### src/design/lock_order_witness_tracker_core_assert.svh
// Assertion macros for the lock order witness tracker core module.
`ifndef LOCK_ORDER_WITNESS_TRACKER_CORE_ASSERT_SVH
`define LOCK_ORDER_WITNESS_TRACKER_CORE_ASSERT_SVH
`ifndef SYNTHESIS
`define LOWT_ASSERT(lbl, prop, msg) \
    lbl: assert property (@(posedge clk) disable iff (!rst_n) prop) else $error(msg);
`define LOWT_ASSERT_NEXT(lbl, ante, cons, msg) \
    lbl: assert property (@(posedge clk) disable iff (!rst_n) (ante) |=> (cons)) \
        else $error(msg);
`else
`define LOWT_ASSERT(lbl, prop, msg)
`define LOWT_ASSERT_NEXT(lbl, ante, cons, msg)
`endif
`endif

### src/design/lowt_pkg.sv
// Shared types and constants of the lock order witness tracker.
`timescale 1ns / 1ps
package lowt_pkg;
    localparam int CNT_W = 6;
    localparam logic [31:0] HASH_MUL = 32'd2654435761;

    localparam logic [1:0] FUNC_ACQUIRE = 2'd0;
    localparam logic [1:0] FUNC_RELEASE = 2'd1;
    localparam logic [1:0] FUNC_QUERY   = 2'd2;
    localparam logic [1:0] FUNC_CLEAR   = 2'd3;

    localparam logic [2:0] KIND_INV     = 3'd0;
    localparam logic [2:0] KIND_ACQUIRE = 3'd1;
    localparam logic [2:0] KIND_RELEASE = 3'd2;
    localparam logic [2:0] KIND_QUERY   = 3'd3;
    localparam logic [2:0] KIND_CLEAR   = 3'd4;

    localparam logic [1:0] ADDR_TRACK_ENABLE = 2'd0;

    typedef struct packed {
        logic [31:0] lock_id;
        logic [15:0] lock_class;
        logic        lock_mode;
    } held_entry_t;
endpackage

### src/design/lowt_hash.sv
// Multiplicative hash reduced to a slot index by keeping the low product bits.
`timescale 1ns / 1ps
module lowt_hash #(
    parameter int EDGE_SLOTS = 8192
) (
    input  logic                          clk,
    input  logic                          rst_n,
    input  logic                          go,
    input  logic [31:0]                   key,
    output logic                          done,
    output logic [$clog2(EDGE_SLOTS)-1:0] slot
);
    import lowt_pkg::*;

    localparam int EW = $clog2(EDGE_SLOTS);

    logic [EW-1:0] slot_reg, slot_next;
    logic          done_reg;

    // Product modulo 2^32, then modulo the power-of-two slot count
    assign slot_next = EW'(key * HASH_MUL);

    // Strobe done in the cycle after go
    always_ff @(posedge clk or negedge rst_n)
    begin
        if (!rst_n)
        begin
            done_reg <= 1'b0;
        end
        else
        begin
            done_reg <= go;
        end
    end

    // Capture the slot
    always_ff @(posedge clk)
    begin
        if (go)
        begin
            slot_reg <= slot_next;
        end
    end

    assign done = done_reg;
    assign slot = slot_reg;
endmodule

### config.mk
export PLATFORM = sky130hd
export DESIGN_NAME = lowt_hash
export DESIGN_NICKNAME = d
export VERILOG_FILES = /design/src/design/lock_order_witness_tracker_core_assert.svh /design/src/design/lowt_pkg.sv /design/src/design/lowt_hash.sv
export SDC_FILE = /design/constraint.sdc
export NUM_CORES = 1
export LEC_CHECK = 0
export ABC_AREA = 1
export BUFFER_PORTS_ARGS = -buffer_cell sky130_fd_sc_hd__buf_2
export CAP_MARGIN = 20
export CORE_ASPECT_RATIO = 1.4
export CORE_UTILIZATION = 33
export DETAILED_ROUTE_END_ITERATION = 16
export MAX_ROUTING_LAYER = met4
export PLACE_DENSITY = 0.53
export SETUP_SLACK_MARGIN = 0.3
export SLEW_MARGIN = 20
export SYNTH_ARGS = -nofsm -noshare
export SYNTH_HDL_FRONTEND = slang
export SYNTH_SLANG_ARGS = --single-unit
### constraint.sdc
create_clock -name clk -period 1.05 [get_ports clk]
set_clock_uncertainty 0.1 [all_clocks]
set_input_delay 0.105 -clock clk [delete_from_list [all_inputs] [get_ports clk]]
set_output_delay 0.105 -clock clk [all_outputs]
set_load 0.01 [all_outputs]
==> impl_metrics.tcl <==
set metrics [dict create \
    n_antenna_cell 0 \
    die_x_um 62.8 \
    final-setup-viol-count 8 \
    firstDrtPassIters 4 \
    critPathRequiredTime_ns 0.95 \
    crit_chain "buf_8 > ha_4 > inv_4 > fa_1 > inv_2 > ha_4 > fa_1 > inv_1 > fa_1 > inv_2 > ha_4 > buf_6 > buf_6 > buf_6 > nand2_2 > nand2_2 > a21oi_2 > xnor2_1" \
    wl_per_cell_um 11.1 \
    dp_hpwl_um 3100 \
    final_cells 330 \
    finalMaxSlewViolations 0 \
    swShare_pct 37.9 \
    avgSynthCellArea_um2 8.40 \
    ioPinCount 49 \
    clk_pin_slew_worst_paths_ns 0.06 \
    power.total_w 0.00474 \
    maxSlewHeadroom_pct 79.2 \
    p_clk_share_pct 11.1 \
    grt_max_degree 15 \
    slowest_stage "fa_1" \
    worstHoldPathCells 1 \
    gr-total-overflow 0 \
    gp_congestion 0.805 \
    drc 0 \
    power_frac_comb_pct 70.1 \
    synth_fp_nets 285 \
    path_depth 18 \
    final_antenna_net_count 0 \
    worst_pin_slew_ns 0.313 \
    crit_path_max_incr_delay_ns 0.49 \
    hold_path.class "in -> reg" \
    area_delta_synth_final_pct 56.0 \
    largest_reg_flops 13 \
    rsz0062_at_grt "true" \
    wl_um 3650 \
    synth_cells 203 \
    start_util_pct 34.7 \
    internal_power_w 0.00294 \
    port_buffers 29 \
    yosys_warnings 0 \
    synth.distinct_cells 14 \
    die_area_um2 5460 \
    worst_slack_ns -2.23 \
    p_leak_nw 1.32 \
    h-tree-depth 1 \
    clkSinkCount 14 \
    peakVddDrop_uv 644 \
    worstPathArrival_ns 3.18 \
    violations "negative hold slack, negative setup slack" \
    worstSetupPathType "in -> reg" \
    crit_buf_inv 8 \
    clockBufferDepth 2 \
    postCtsHoldBufs 1 \
    cts_buffers 3 \
    cts_root_buffer "clkbuf_8" \
    post-place-ws_ns -2.52 \
    power_density_nw_per_um2 1780 \
    yosysSeqAreaShare_pct 24.4 \
    grt_pass1_vias 1311 \
    fin_crit_sh_pct 312 \
    grt_pass1_wl_um 5910 \
    whs_ns -0.0441 \
    drive_gt1_share_pct 43.2 \
    fin_nets 349 \
    max_freq_ghz 0.305 \
    placedCellCount 321 \
    synthesis.area_um2 1710 \
    cp-start-kind "primary input" \
    fin_util_pct 54.1 \
    die_h_um 87.1 \
    drv_cap 0 \
    endpoint_kind "flop" \
    fp-row-count 30 \
    coreArea_um2 4920 \
    path_max_fanout 3 \
    dr_total_vias 1412 \
    grtUsageTotal_pct 15.0 \
    cts_tree "yes" \
    p_seq_share_pct 18.9 \
    status "finished with violations" \
    p_sw_w 0.00179 \
    cp_top_family "adder cells" \
    crit_path_end "slot[11]" \
    grt_antenna_before_repair 0 \
    layout_min_cycle_time_ns 3.28 \
    vias_per_cell 4.28 \
    ys_ff_latch 14 \
    crit_start "key[5]" \
    hold_viol 1 \
    drtIter0Drc 19 \
]
-- cell usage after synthesis --
master / number / area share (%)
a21oi_1: 3 / 0.88
inv_1: 46 / 10
nor2_2: 2 / 0.73
nor2_1: 9 / 2.0
nand2_2: 4 / 1.5
xnor2_1: 4 / 2.1
edfxtp_1: 13 / 23
dfrtp_1: 1 / 1.5
nand2_1: 53 / 12
inv_2: 4 / 0.88
nand3_1: 12 / 3.5
ha_1: 35 / 26
xor2_1: 5 / 2.6
fa_1: 12 / 14
-- worst min path at each step --
| stage | from | endpoint | slack (ns) |
|---|---|---|---|
| final | key[3] | slot[3] | -0.04 |
| after global routing | key[3] | slot[3] | -0.05 |
| after CTS | key[3] | slot[3] | -0.04 |
| after detailed placement | rst_n | done | -0.22 |
| after global placement | rst_n | done | -0.22 |
| after floorplan | rst_n | done | -0.29 |
-- power groups by stage --
stage	registers [W]	logic, W	clock network [W]
floorplan	0.00100	0.00193	0
global placement	0.000906	0.00287	0
detailed placement	0.000906	0.00291	0
CTS	0.000896	0.00309	0.000532
global route	0.000909	0.00378	0.000559
finish	0.000893	0.00332	0.000524
-- metrics by stage --
stage | hold WS [ns] | cell area, µm² | setup TNS, ns
floorplan | -0.291 | 1900 | -11.93
global placement | -0.221 | 2320 | -14.30
detailed placement | -0.219 | 2320 | -14.33
CTS | -0.0366 | 2510 | -11.95
global route | -0.0457 | 2660 | -12.04
finish | -0.0441 | 2660 | -11.42
-- per-layer routing --
layer / vias up / track usage, % / share of wire, %
met3: 4 / 0.916 / 1.2
met1: 639 / 15.1 / 40
li1: 749 / - / -
met5: - / - / 0
met4: 0 / 5.07 / 1.0
met2: 20 / 30.1 / 58
-- logic make-up (layout without fill, tap and decap cells) --
family	after synthesis	count (layout)	synth area share, %
compound gates	3	3	0.880
xor+xnor	9	9	4.62
fa+ha+maj	47	47	39.8
buf+inv	50	113	11.0
flops	14	14	24.4
simple gates	80	80	19.4
-- layout make-up --
class                      count  area, µm²
clock buffer                   4       55.1
fill                         449       2260
inverter                      50        190
multi-input combinational    139       1460
sequential                    14        415
tap                           64       80.1
timing repair buffer          59        455
-- layout by cell type, fill, tap and decap left out --
| cell type | netlist | layout |
|---|---|---|
| xor2_1 | 5 | 5 |
| ha_1 | 35 | 9 |
| dfrtp_1 | 1 | 1 |
| fa_1 | 12 | 12 |
| nand3_2 | 0 | 3 |
| buf_6 | 0 | 10 |
| nand2_1 | 53 | 49 |
| buf_4 | 0 | 21 |
| inv_4 | 0 | 1 |
| buf_2 | 0 | 23 |
| nand2_2 | 4 | 8 |
| a21oi_2 | 0 | 3 |
| dlygate4sd3_1 | 0 | 1 |
| nand3_1 | 12 | 9 |
| nor2_2 | 2 | 2 |
| edfxtp_1 | 13 | 13 |
| nor2_1 | 9 | 9 |
| xnor2_1 | 4 | 4 |
| inv_1 | 46 | 39 |
| clkbuf_8 | 0 | 4 |
| buf_8 | 0 | 4 |
| ha_4 | 0 | 26 |
| inv_2 | 4 | 10 |
-- timing repair --
item / in CTS / in global routing
pin swaps: 12 / 18
buffers inserted: 2 / 2
gates resized for setup: 24 / 24
endpoints found under the hold margin: 2 / 1
endpoints found under the setup margin: 22 / 22
(Power assumes the default switching activity.)
